===== config.mk =====
export PLATFORM = sky130hd
export DESIGN_NAME = fixed_block_pool_allocator_flat
export DESIGN_NICKNAME = d
export VERILOG_FILES = /design/src/design/fbpa_pkg.sv /design/src/design/fbpa_in_if.sv /design/src/design/fbpa_out_if.sv /design/src/design/fbpa_ram.sv /design/src/design/fixed_block_pool_allocator.sv /design/src/flat_wrapper.sv
export SDC_FILE = /design/constraint.sdc
export NUM_CORES = 2
export LEC_CHECK = 0
export ABC_CLOCK_PERIOD_IN_PS = 44200
export BUFFER_PORTS_ARGS = -buffer_cell sky130_fd_sc_hd__buf_4
export CAP_MARGIN = 5
export CORE_ASPECT_RATIO = 0.8
export CORE_UTILIZATION = 50
export CTS_BUF_LIST = sky130_fd_sc_hd__clkbuf_4 sky130_fd_sc_hd__clkbuf_8
export DETAILED_ROUTE_END_ITERATION = 8
export PLACE_DENSITY = 0.66
export SYNTH_ARGS = -nofsm -noshare
export SYNTH_HDL_FRONTEND = slang
export SYNTH_SLANG_ARGS = --single-unit

===== constraint.sdc =====
create_clock -name clk -period 44.2 [get_ports clk]
set_input_delay 4.42 -clock clk [delete_from_list [all_inputs] [get_ports clk]]
set_output_delay 4.42 -clock clk [all_outputs]
set_load 0.005 [all_outputs]

===== src/design/fbpa_pkg.sv =====
package fbpa_pkg;

  localparam int MAX_BLOCKS    = 256;
  localparam int POINTER_BYTES = 4;

  localparam int IDX_W      = $clog2(MAX_BLOCKS);
  localparam int CNT_W      = $clog2(MAX_BLOCKS + 1);
  localparam int ADDR_W     = 32;
  localparam int POOL_W     = 24;
  localparam int SIZE_W     = 16;
  localparam int KIND_W     = 2;
  localparam int STATUS_W   = 2;
  localparam int CFG_IDX_W  = 2;
  localparam int CFG_DATA_W = 32;
  localparam int DIV_STEPS  = POOL_W;
  localparam int STEP_W     = $clog2(DIV_STEPS);

  typedef logic [KIND_W-1:0]    kind_t;
  typedef logic [CFG_IDX_W-1:0] cfg_idx_t;

  localparam kind_t KIND_INIT = 2'd0;
  localparam kind_t KIND_GET  = 2'd1;
  localparam kind_t KIND_PUT  = 2'd2;

  localparam cfg_idx_t REG_POOL_BASE   = 2'd0;
  localparam cfg_idx_t REG_POOL_BYTES  = 2'd1;
  localparam cfg_idx_t REG_BLOCK_BYTES = 2'd2;

  typedef enum logic [STATUS_W-1:0] {
    ST_OK       = 2'd0,
    ST_EMPTY    = 2'd1,
    ST_FULL     = 2'd2,
    ST_TOO_BIG  = 2'd3
  } status_t;

endpackage


===== src/design/fbpa_in_if.sv =====
interface fbpa_in_if;
  import fbpa_pkg::*;

  logic              valid;
  logic              ready;
  logic [KIND_W-1:0] kind;
  logic [7:0]        block_index;

  modport source (output valid, output kind, output block_index, input ready);
  modport sink   (input valid, input kind, input block_index, output ready);
endinterface


===== src/design/fbpa_out_if.sv =====
interface fbpa_out_if;
  import fbpa_pkg::*;

  logic                valid;
  logic                ready;
  logic [STATUS_W-1:0] status;
  logic [7:0]          granted_index;
  logic [ADDR_W-1:0]   granted_address;
  logic [8:0]          free_blocks;
  logic [8:0]          low_watermark;
  logic [8:0]          total_blocks;
  logic [SIZE_W-1:0]   effective_block_bytes;

  modport source (
    output valid, output status, output granted_index, output granted_address,
    output free_blocks, output low_watermark, output total_blocks,
    output effective_block_bytes, input ready
  );
  modport sink (
    input valid, input status, input granted_index, input granted_address,
    input free_blocks, input low_watermark, input total_blocks,
    input effective_block_bytes, output ready
  );
endinterface


===== src/design/fbpa_ram.sv =====
module fbpa_ram #(
  parameter int WIDTH = 8,
  parameter int DEPTH = 256
) (
  input  logic                     clk,
  input  logic                     we,
  input  logic [$clog2(DEPTH)-1:0] waddr,
  input  logic [WIDTH-1:0]         wdata,
  input  logic [$clog2(DEPTH)-1:0] raddr,
  output logic [WIDTH-1:0]         rdata
);

  logic [WIDTH-1:0] mem [DEPTH];

  always_ff @(posedge clk) begin
    if (we) begin
      mem[waddr] <= wdata;
    end
    rdata <= mem[raddr];
  end

endmodule


===== src/design/fixed_block_pool_allocator.sv =====
// Channel   Dir  Handshake      Beat
// in_ch     in   valid/ready    kind, block_index
// out_ch    out  valid/ready    status, granted_index/address, counts, block size
// cfg       in   cfg_we         cfg_index, cfg_wdata (no read-back)
//
// Put, unused kind, get on an empty pool and an oversized init: result registered in
// the cycle after accept.
// Get: waits in S_GET for the synchronous read of the link memory.
// Init: runs the restoring divider in S_DIV, then one link write per block in S_CHAIN
// (up to 256 blocks). Input is held off while busy or the result register is full.
// Reset clears control state only; the link memory is not cleared.
module fixed_block_pool_allocator (
  input  logic                            clk,
  input  logic                            rst_n,
  input  logic                            cfg_we,
  input  logic [fbpa_pkg::CFG_IDX_W-1:0]  cfg_index,
  input  logic [fbpa_pkg::CFG_DATA_W-1:0] cfg_wdata,
  fbpa_in_if.sink                         in_ch,
  fbpa_out_if.source                      out_ch
);
  import fbpa_pkg::*;

  typedef enum logic [1:0] {S_IDLE, S_GET, S_DIV, S_CHAIN} state_t;

  state_t              state_r;
  logic [ADDR_W-1:0]   pool_base_r;
  logic [POOL_W-1:0]   pool_bytes_r;
  logic [SIZE_W-1:0]   block_bytes_r;

  logic [IDX_W-1:0]    head_r;
  logic                head_valid_r;
  logic [CNT_W-1:0]    free_r;
  logic [CNT_W-1:0]    max_r;
  logic [CNT_W-1:0]    min_r;
  logic [SIZE_W-1:0]   size_r;

  logic [SIZE_W-1:0]   eff_r;
  logic [SIZE_W-1:0]   rem_r;
  logic [POOL_W-1:0]   quo_r;
  logic [STEP_W-1:0]   step_r;
  logic [CNT_W-1:0]    chain_r;
  logic [CNT_W-1:0]    count_r;

  logic                out_valid_r;
  status_t             out_status_r;
  logic [IDX_W-1:0]    out_gidx_r;
  logic [ADDR_W-1:0]   out_gaddr_r;
  logic [CNT_W-1:0]    out_free_r;
  logic [CNT_W-1:0]    out_min_r;
  logic [CNT_W-1:0]    out_total_r;
  logic [SIZE_W-1:0]   out_size_r;

  logic                in_ready;
  logic                accept;
  logic [SIZE_W-1:0]   eff;
  logic                too_big;
  logic                pool_full;
  logic [SIZE_W:0]     trial;
  logic [SIZE_W:0]     diff;
  logic                ge;
  logic [SIZE_W-1:0]   rem_nxt;
  logic [POOL_W-1:0]   quo_nxt;
  logic [CNT_W-1:0]    count_nxt;
  logic [CNT_W-1:0]    chain_inc;
  logic [CNT_W-1:0]    free_dec;
  logic [CNT_W-1:0]    free_inc;
  logic [POOL_W-1:0]   product;
  logic [ADDR_W-1:0]   gaddr;

  logic                ram_we;
  logic [IDX_W-1:0]    ram_waddr;
  logic [IDX_W-1:0]    ram_wdata;
  logic [IDX_W-1:0]    ram_rdata;

  assign in_ready = (state_r == S_IDLE) && (!out_valid_r || out_ch.ready);
  assign accept   = in_ready && in_ch.valid;

  assign eff       = (block_bytes_r < SIZE_W'(POINTER_BYTES)) ?
                     SIZE_W'(POINTER_BYTES) : block_bytes_r;
  assign too_big   = {{(POOL_W-SIZE_W){1'b0}}, eff} > pool_bytes_r;
  assign pool_full = free_r >= max_r;
  assign free_dec  = free_r - CNT_W'(1);
  assign free_inc  = free_r + CNT_W'(1);

  // restoring divider step
  assign trial     = {rem_r, quo_r[POOL_W-1]};
  assign diff      = trial - {1'b0, eff_r};
  assign ge        = trial >= {1'b0, eff_r};
  assign rem_nxt   = ge ? diff[SIZE_W-1:0] : trial[SIZE_W-1:0];
  assign quo_nxt   = {quo_r[POOL_W-2:0], ge};
  assign count_nxt = (quo_nxt > POOL_W'(MAX_BLOCKS)) ? CNT_W'(MAX_BLOCKS) :
                     quo_nxt[CNT_W-1:0];

  assign chain_inc = chain_r + CNT_W'(1);

  assign product = POOL_W'(head_r) * POOL_W'(size_r);
  assign gaddr   = pool_base_r + ADDR_W'(product);

  always_comb begin
    ram_we    = 1'b0;
    ram_waddr = chain_r[IDX_W-1:0];
    ram_wdata = (chain_inc < count_r) ? chain_inc[IDX_W-1:0] : '0;
    if (state_r == S_CHAIN) begin
      ram_we = 1'b1;
    end else if (accept && in_ch.kind == KIND_PUT && !pool_full) begin
      ram_we    = 1'b1;
      ram_waddr = in_ch.block_index[IDX_W-1:0];
      ram_wdata = head_valid_r ? head_r : '0;
    end
  end

  fbpa_ram #(
    .WIDTH (IDX_W),
    .DEPTH (MAX_BLOCKS)
  ) u_link_ram (
    .clk   (clk),
    .we    (ram_we),
    .waddr (ram_waddr),
    .wdata (ram_wdata),
    .raddr (head_r),
    .rdata (ram_rdata)
  );

  always_ff @(posedge clk) begin
    if (!rst_n) begin
      state_r       <= S_IDLE;
      pool_base_r   <= '0;
      pool_bytes_r  <= '0;
      block_bytes_r <= '0;
      head_r        <= '0;
      head_valid_r  <= 1'b0;
      free_r        <= '0;
      max_r         <= '0;
      min_r         <= '0;
      size_r        <= '0;
      out_valid_r   <= 1'b0;
    end else begin
      if (cfg_we) begin
        unique case (cfg_index)
          REG_POOL_BASE:   pool_base_r   <= cfg_wdata[ADDR_W-1:0];
          REG_POOL_BYTES:  pool_bytes_r  <= cfg_wdata[POOL_W-1:0];
          REG_BLOCK_BYTES: block_bytes_r <= cfg_wdata[SIZE_W-1:0];
          default: ;
        endcase
      end

      if (out_valid_r && out_ch.ready && !accept) begin
        out_valid_r <= 1'b0;
      end

      unique case (state_r)
        S_IDLE: begin
          if (accept) begin
            out_gidx_r   <= '0;
            out_gaddr_r  <= '0;
            out_min_r    <= min_r;
            out_total_r  <= max_r;
            out_size_r   <= size_r;
            case (in_ch.kind)
              KIND_INIT: begin
                out_free_r <= free_r;
                if (too_big) begin
                  out_status_r <= ST_TOO_BIG;
                  out_valid_r  <= 1'b1;
                end else begin
                  out_status_r <= ST_OK;
                  out_valid_r  <= 1'b0;
                  eff_r        <= eff;
                  rem_r        <= '0;
                  quo_r        <= pool_bytes_r;
                  step_r       <= '0;
                  state_r      <= S_DIV;
                end
              end
              KIND_GET: begin
                out_free_r <= free_r;
                if (free_r == '0) begin
                  out_status_r <= ST_EMPTY;
                  out_valid_r  <= 1'b1;
                end else begin
                  out_status_r <= ST_OK;
                  out_valid_r  <= 1'b0;
                  state_r      <= S_GET;
                end
              end
              KIND_PUT: begin
                if (pool_full) begin
                  out_status_r <= ST_FULL;
                  out_free_r   <= free_r;
                end else begin
                  out_status_r <= ST_OK;
                  head_r       <= in_ch.block_index[IDX_W-1:0];
                  head_valid_r <= 1'b1;
                  free_r       <= free_inc;
                  out_free_r   <= free_inc;
                end
                out_valid_r <= 1'b1;
              end
              default: begin
                out_status_r <= ST_OK;
                out_free_r   <= free_r;
                out_valid_r  <= 1'b1;
              end
            endcase
          end
        end

        S_GET: begin
          out_gidx_r  <= head_r;
          out_gaddr_r <= gaddr;
          out_free_r  <= free_dec;
          free_r      <= free_dec;
          if (min_r > free_dec) begin
            min_r     <= free_dec;
            out_min_r <= free_dec;
          end
          if (free_dec != '0) begin
            head_r <= ram_rdata;
          end else begin
            head_r       <= '0;
            head_valid_r <= 1'b0;
          end
          out_valid_r <= 1'b1;
          state_r     <= S_IDLE;
        end

        S_DIV: begin
          rem_r  <= rem_nxt;
          quo_r  <= quo_nxt;
          step_r <= step_r + STEP_W'(1);
          if (step_r == STEP_W'(DIV_STEPS - 1)) begin
            count_r <= count_nxt;
            chain_r <= '0;
            state_r <= S_CHAIN;
          end
        end

        S_CHAIN: begin
          chain_r <= chain_inc;
          if (chain_inc == count_r) begin
            head_r       <= '0;
            head_valid_r <= 1'b1;
            free_r       <= count_r;
            max_r        <= count_r;
            min_r        <= count_r;
            size_r       <= eff_r;
            out_free_r   <= count_r;
            out_min_r    <= count_r;
            out_total_r  <= count_r;
            out_size_r   <= eff_r;
            out_valid_r  <= 1'b1;
            state_r      <= S_IDLE;
          end
        end

        default: state_r <= S_IDLE;
      endcase
    end
  end

  assign in_ch.ready                  = in_ready;
  assign out_ch.valid                 = out_valid_r;
  assign out_ch.status                = out_status_r;
  assign out_ch.granted_index         = out_gidx_r;
  assign out_ch.granted_address       = out_gaddr_r;
  assign out_ch.free_blocks           = out_free_r;
  assign out_ch.low_watermark         = out_min_r;
  assign out_ch.total_blocks          = out_total_r;
  assign out_ch.effective_block_bytes = out_size_r;

endmodule


===== src/flat_wrapper.sv =====
// flat-port wrapper written by rule: the top's interface ports become plain ports
module fixed_block_pool_allocator_flat import fbpa_pkg::*;
  (clk, rst_n, cfg_we, cfg_index, cfg_wdata, in_ch_valid, in_ch_kind, in_ch_block_index, in_ch_ready, out_ch_valid, out_ch_status, out_ch_granted_index, out_ch_granted_address, out_ch_free_blocks, out_ch_low_watermark, out_ch_total_blocks, out_ch_effective_block_bytes, out_ch_ready);
  fbpa_in_if in_ch_i ();
  fbpa_out_if out_ch_i ();
  input  logic clk;
  input  logic rst_n;
  input  logic cfg_we;
  input  logic [fbpa_pkg::CFG_IDX_W-1:0] cfg_index;
  input  logic [fbpa_pkg::CFG_DATA_W-1:0] cfg_wdata;
  input wire logic [$bits(in_ch_i.valid)-1:0] in_ch_valid;
  input wire logic [$bits(in_ch_i.kind)-1:0] in_ch_kind;
  input wire logic [$bits(in_ch_i.block_index)-1:0] in_ch_block_index;
  output wire logic [$bits(in_ch_i.ready)-1:0] in_ch_ready;
  output wire logic [$bits(out_ch_i.valid)-1:0] out_ch_valid;
  output wire logic [$bits(out_ch_i.status)-1:0] out_ch_status;
  output wire logic [$bits(out_ch_i.granted_index)-1:0] out_ch_granted_index;
  output wire logic [$bits(out_ch_i.granted_address)-1:0] out_ch_granted_address;
  output wire logic [$bits(out_ch_i.free_blocks)-1:0] out_ch_free_blocks;
  output wire logic [$bits(out_ch_i.low_watermark)-1:0] out_ch_low_watermark;
  output wire logic [$bits(out_ch_i.total_blocks)-1:0] out_ch_total_blocks;
  output wire logic [$bits(out_ch_i.effective_block_bytes)-1:0] out_ch_effective_block_bytes;
  input wire logic [$bits(out_ch_i.ready)-1:0] out_ch_ready;
  assign in_ch_i.valid = in_ch_valid;
  assign in_ch_i.kind = in_ch_kind;
  assign in_ch_i.block_index = in_ch_block_index;
  assign in_ch_ready = in_ch_i.ready;
  assign out_ch_valid = out_ch_i.valid;
  assign out_ch_status = out_ch_i.status;
  assign out_ch_granted_index = out_ch_i.granted_index;
  assign out_ch_granted_address = out_ch_i.granted_address;
  assign out_ch_free_blocks = out_ch_i.free_blocks;
  assign out_ch_low_watermark = out_ch_i.low_watermark;
  assign out_ch_total_blocks = out_ch_i.total_blocks;
  assign out_ch_effective_block_bytes = out_ch_i.effective_block_bytes;
  assign out_ch_i.ready = out_ch_ready;
  fixed_block_pool_allocator u_core (.clk(clk), .rst_n(rst_n), .cfg_we(cfg_we), .cfg_index(cfg_index), .cfg_wdata(cfg_wdata), .in_ch(in_ch_i), .out_ch(out_ch_i));
endmodule

# [Word-level counts from Yosys, hierarchy flattened]
# Memory sizes are Yosys's and may differ from the RTL's. A register that Yosys moved wholly into a read port is not among the register bits.
# Index checks and enable logic that the tools add are counted.
[totals] output_inout_bits=87 ramBits=2048 ff_bits=291 n_memories=1
[mem_list] name="u_core.u_link_ram.mem" depth=256 width=8 rd=1 rd_clocked_by_memory_dff=1 write_ports=1 line="fbpa_ram.sv:13" source="logic [WIDTH-1:0] mem [DEPTH];"
[op_classes] magnitude_cmp=7 muxes=74 n_mul=1 n_addsub=6 eq_ne=21 bitwise=1 n_reduce_logical=39
[op_table] op="$mux 16" n=7
[op_table] op="$mux 8" n=12
[op_table] op="$mux 24" n=3
[op_table] op="$mux 9" n=8
[op_table] op="$pmux 16 s2" n=2
[op_table] op="$pmux 32 s2" n=1
[op_table] op="$pmux 9 s2" n=3
[op_table] op="$pmux 9 s3" n=2
[op_table] op="$pmux 24 s2" n=1
[op_table] op="$add 32x24->32" n=1
[op_table] op="$mux 32" n=1
[op_table] op="$gt 16x24->1" n=1
[op_table] op="$gt 24x9->1 const B" n=1
[op_table] op="$mul 8x16->24" n=1
[op_table] op="$pmux 8 s3" n=1
[op_table] op="$reduce_and 5->1" n=4
[op_table] op="$add 9x1->9 const B" n=2
[op_table] op="$reduce_and 3->1" n=6
[op_table] op="$ge 17x16->1" n=1
[op_table] op="$lt 16x3->1 const B" n=1
[op_table] op="$pmux 8 s2" n=1
[op_table] op="$sub 16x16->16" n=1
[op_table] op="$mux 1" n=15
[op_table] op="$mux 5" n=3
[op_table] op="other kinds (31)" n=70

# [Depth between registers and ports, before layout]
[logic_depth] depth_word=10 depth_mapped=25

# [Cells and area by module]
# From an unflattened synthesis, not the netlist that was laid out.
[unflattened] hier_cells=5788 hier_area_um2=98704.7
[modules_own_cells] mod="fbpa_ram" seq_area_each_um2=61659.1 cells_each=3733 area_per_inst_um2=79556.3 n_inst=1
[modules_own_cells] mod="fixed_block_pool_allocator" seq_area_each_um2=7467.2 cells_each=2055 area_per_inst_um2=19148.4 n_inst=1

# [Worst setup path after synthesis]
# Ideal clock, no wire load.
[synth_path] kind="input -> register" startpoint="input out_ch_ready" endpoint="memory u_core.u_link_ram.mem[0][5] (data pin)" path_buffers=2 path_stages=7 path_slack_ns=26.235 t_arrival_ns=15.726 setup_time_ns=2.239 required_time_ns=41.961 cell_sequence="nor2b_1 -> nor2_1 -> and2_1 -> o211a_1 -> buf_2 -> clkbuf_1 -> o31ai_1"
[synth_between] elab_chain_len=7
[synth_lines] item="from (decl)" line="flat_wrapper.sv:23" source="input wire logic [$bits(out_ch_i.ready)-1:0] out_ch_ready;"
[synth_lines] item="$logic_or 1x1->1" line="fixed_block_pool_allocator.sv:75" source="assign in_ready = (state_r == S_IDLE) && (!out_valid_r || out_ch.ready);"
[synth_lines] item="$logic_and 1x1->1" line="fixed_block_pool_allocator.sv:75"
[synth_lines] item="net in_ch_ready" line="flat_wrapper.sv:14" source="output wire logic [$bits(in_ch_i.ready)-1:0] in_ch_ready;"
[synth_lines] item="$logic_and 1x1->1" line="fixed_block_pool_allocator.sv:76" source="assign accept = in_ready && in_ch.valid;"
[synth_lines] item="$logic_and 1x1->1 (2 in series)" line="fixed_block_pool_allocator.sv:105" source="end else if (accept && in_ch.kind == KIND_PUT && !pool_full) begin"
[synth_lines] item="$mux 8" line="fixed_block_pool_allocator.sv:105"
[synth_lines] item="$mux 8" line="fixed_block_pool_allocator.sv:103" source="if (state_r == S_CHAIN) begin"
[synth_lines] item="net u_core.ram_wdata[5]" line="fixed_block_pool_allocator.sv:72" source="logic [IDX_W-1:0] ram_wdata;"
[synth_lines] item="to (decl)" line="fbpa_ram.sv:13"
# The timed path passes the listed nets, and every way through them passes these cells.

# [Worst setup path in the final report]
[layout_path] startpoint="input out_ch_ready" endpoint="output in_ch_ready"
[layout_between] elab_chain_len=2
[layout_lines] item="$logic_or 1x1->1" line="fixed_block_pool_allocator.sv:75"
[layout_lines] item="$logic_and 1x1->1" line="fixed_block_pool_allocator.sv:75"
[layout_lines] item="to (decl)" line="flat_wrapper.sv:14"
# No other way between the ends.

==> results.txt <==
- The flow ran to the end, and the final reports show no timing, DRC or antenna violations.
- Share of layout cells above drive strength 1: 24.3%
- Power spread over the standard cell area amounts to 47.0 mW/mm².
- After clock tree synthesis, the repair step resized 0 gates.
- Number of nets with antenna violations after detailed routing: 0
- Wires add up to 240000 µm.
- Fraction of the yosys area taken by sequential cells: 70.3%
* Die Outline Area: 0.198 mm²
- Core Rows: 145
* Clock slew seen by the registers of the worst setup and hold paths: 0.06 ns
- The tool flagged a number of max-cap violations equal to 0.
- Static Leak: 35.3 nW
- The die is 399 µm tall.
- Peak fanout along the critical path: 3
- Path type of the worst min-delay path: reg2reg
* Area of all placed cells without fillers: 0.109 mm²
- Measured on the finished design, the core utilization comes to 56.0%.
* Number of cell instances on the worst register-to-register path: 12
* Sum of negative setup slack: 0 ns
* DRC violations left: 0
- Count of mapped cells out of synthesis: 5439
- Maximum number of pins on one net before global-route repair: 192
- Averaged over all synthesized cells, the footprint is 18.1 µm².
- Global routing consumed, over all layers together, 24.4% of the routing resources.
- The design draws 0.00514 W.
- The first global-routing pass estimated 354000 µm of wire.
- Worst rel slew slack: 22.5%
* Pre-Repair DR Iteration Count: 6
- Highest Clock Rate: 107 MHz
* Antenna violations before repair: 10
- Final clock skew: 0.0917 ns
- Max incr delay on CP: 0.14 ns
* Deepest clock path buffer count: 4
- Dividing the detail-routed wire length by the instance count gives 28.1 µm.
- For the worst setup path, the data arrival time is 4.89 ns.
* Launching element type of the critical path: input port
- For the worst setup path, the data required time is 39.78 ns.
* Kind of end point of the critical path: output pin
* Commonest non-fill, non-tap cell in the layout: sky130_fd_sc_hd__edfxtp_1
- During placement, the flow inserted port buffers numbering 135.
- Maximum vdd ir drop: 0.0326 mV
- Starting Density: 50.4%
- In this run, CTS created clock tree buffers numbering 365.
- Transition at the pin with the smallest max-transition slack: 1.16 ns
- The tree built by TritonCTS fans out to 2347 sinks.
- Setup violations remaining at the end of the flow were counted as 0.
* Synth warn: 0
- In the layout the commonest cells are 2212 x sky130_fd_sc_hd__edfxtp_1, 640 x sky130_fd_sc_hd__mux4_2, 486 x sky130_fd_sc_hd__nand2_1.
- Congestion Overflow GR: 0
* Number of cells on the worst hold path: 2
* Worst-Skew Late Latency: 1.04 ns
- Walking the worst path, the cells encountered are buf_4 > nor2b_1 > nor2_1 > buf_4.
- The synthesized design contains 2347 register bits.
* Final worst path period share: 21.1%
* Core area: 0.195 mm²
- Net count, final: 5989
- Vias after detailed routing: 51900
- Counting flops with an async set or reset pin after synthesis yields a share of 0%.
- Relative area change from synthesis to final layout: 11.1%
- Number of enable flip-flop cells after synthesis: 2212
- OpenSTA, run right after detailed placement, puts the worst setup slack at 34.89 ns.
- In the synthesized netlist the dominant register cell turns out to be sky130_fd_sc_hd__edfxtp_1.
- Net Count, Synth: 5709
* Cts-stage hold buffer count: 0
* IO Count: 136
- Area of the mapped netlist: 0.0983 mm²
- Critical Path Most Common Cell: sky130_fd_sc_hd__buf_4
- Dpl cell area: 0.102 mm²
- The total count of hold-check failures in the final report is 0.
- DRC violation total after the first TritonRoute iteration: 6056
- Setup repair after global routing left no endpoint under its margin.
* Root cell of the clock tree: sky130_fd_sc_hd__clkbuf_8
- The die is 498 µm wide.
* TritonCTS clock tree: built
- Cell with the largest stage delay on the worst path: sky130_fd_sc_hd__buf_4
* Total number of H-tree levels: 5
* Max-slew violation count: 0
* Vias in the first global route: 51900
* Post-detailed-placement half-perimeter wirelength: 151000 µm
- Number of buffers inserted to repair setup after CTS: 0
- Min Clock Period, post-route: 9.31 ns
- Placer congestion estimate: 0.872
- Unique cell type count in the Yosys netlist: 69
- Setup slack closes at 34.89 ns.
* CP Class: in2out
- Vias per inst: 6.06
-- per-stage QoR --
stage,hold slack (ns),std cells
2_1_floorplan,0.435,5439
3_3_place_gp,0.446,7923
3_5_place_dp,0.452,7923
4_1_cts,0.460,8555
5_1_grt,0.490,8563
6_report,0.462,8565
-- registers in the layout, indices dropped and copies added (netlist names), 8 cells and up --
name	count
u_core.quo_r	24
u_core.u_link_ram.mem	2048
u_core.eff_r	16
u_core.size_r	16
u_core.out_ch.granted_index	8
u_core.head_r	8
u_core.out_ch.effective_block_bytes	16
u_core.out_ch.low_watermark	9
u_core.out_ch.total_blocks	9
u_core.free_r	9
u_core.rem_r	16
u_core.out_ch.free_blocks	9
u_core.pool_base_r	32
u_core.block_bytes_r	16
u_core.out_ch.granted_address	32
u_core.max_r	9
u_core.count_r	9
u_core.pool_bytes_r	24
u_core.chain_r	9
u_core.min_r	9
u_core.u_link_ram.rdata	8
-- cells by family (layout without fill, tap and decap cells) --
family	after synthesis	after routing	share of synthesized area [%]
flops	2347	2347	70.3
simple gates	1126	1126	5.01
mux	679	679	15.1
buf+inv	543	1088	2.20
compound gates	468	468	3.29
fa+ha+maj	221	221	3.63
xor+xnor	55	55	0.490
other cells	0	9	0
-- metal layers --
layer | routed length [µm] | GRT usage (%)
met3 | 24900 | 6.37
met5 | 0 | 0
met2 | 107000 | 35.6
met4 | 5400 | 6.66
met1 | 103000 | 36.5
-- worst paths after layout --
check / start / end / slack, ns
worst max-delay path: out_ch_ready / in_ch_ready / 34.89
worst min-delay path: u_core.min_r[0] / u_core.min_r[0] / 0.46
worst max register to register: u_core.chain_r[0] / u_core.u_link_ram.mem[158][1] / 37.88
worst min register to register: u_core.min_r[0] / u_core.min_r[0] / 0.46
-- area by class of cell --
| type | instances | area [µm²] |
|---|---|---|
| timing repair buffer | 217 | 1750 |
| antenna | 9 | 22.5 |
| inverter | 239 | 897 |
| fill | 14900 | 86000 |
| clock inverter | 159 | 1090 |
| tap | 2572 | 3220 |
| sequential | 2347 | 69100 |
| multi-input combinational | 2549 | 27200 |
| clock buffer | 473 | 5900 |
-- report_power, final --
part           switching, W  total (W)  internal [W]  leakage (nW)
registers         0.0000384    0.00249       0.00245          21.5
clock network      0.000835    0.00179      0.000957          3.70
logic              0.000494   0.000857      0.000364          10.1
-- synth_stat cells, types with 12 or more instances --
master	number	share of area [%]
sky130_fd_sc_hd__buf_1	37	0.14
sky130_fd_sc_hd__a22oi_1	48	0.37
sky130_fd_sc_hd__buf_2	68	0.35
sky130_fd_sc_hd__o21ai_0	111	0.56
sky130_fd_sc_hd__xnor2_1	31	0.28
sky130_fd_sc_hd__nor2b_1	21	0.13
sky130_fd_sc_hd__dfxtp_1	135	2.7
sky130_fd_sc_hd__a22o_1	16	0.14
sky130_fd_sc_hd__mux4_2	640	15
sky130_fd_sc_hd__nor4_1	19	0.12
sky130_fd_sc_hd__a21oi_1	57	0.29
sky130_fd_sc_hd__a221oi_1	16	0.14
sky130_fd_sc_hd__fa_1	107	2.2
sky130_fd_sc_hd__o21a_1	18	0.14
sky130_fd_sc_hd__ha_1	114	1.5
sky130_fd_sc_hd__nor3_1	21	0.11
sky130_fd_sc_hd__and2_1	110	0.70
sky130_fd_sc_hd__nand2b_1	24	0.15
sky130_fd_sc_hd__nand2_1	487	1.9
sky130_fd_sc_hd__clkbuf_1	189	0.72
sky130_fd_sc_hd__xor2_1	24	0.21
sky130_fd_sc_hd__edfxtp_1	2212	68
sky130_fd_sc_hd__a21o_1	17	0.13
sky130_fd_sc_hd__nand4_1	12	0.076
sky130_fd_sc_hd__nand3_1	25	0.13
sky130_fd_sc_hd__nor2_1	356	1.4
sky130_fd_sc_hd__mux2i_1	32	0.33
sky130_fd_sc_hd__a21boi_0	101	0.77
sky130_fd_sc_hd__inv_1	239	0.91
sky130_fd_sc_hd__o211ai_1	15	0.11
-- worst max-delay path, delay by kind of cell --
| family | cells | cell delay (ns) |
|---|---|---|
| and+or+nand+nor | 2 | 0.22 |
| buffers and inverters | 2 | 0.25 |
(Power assumes the default switching activity.)
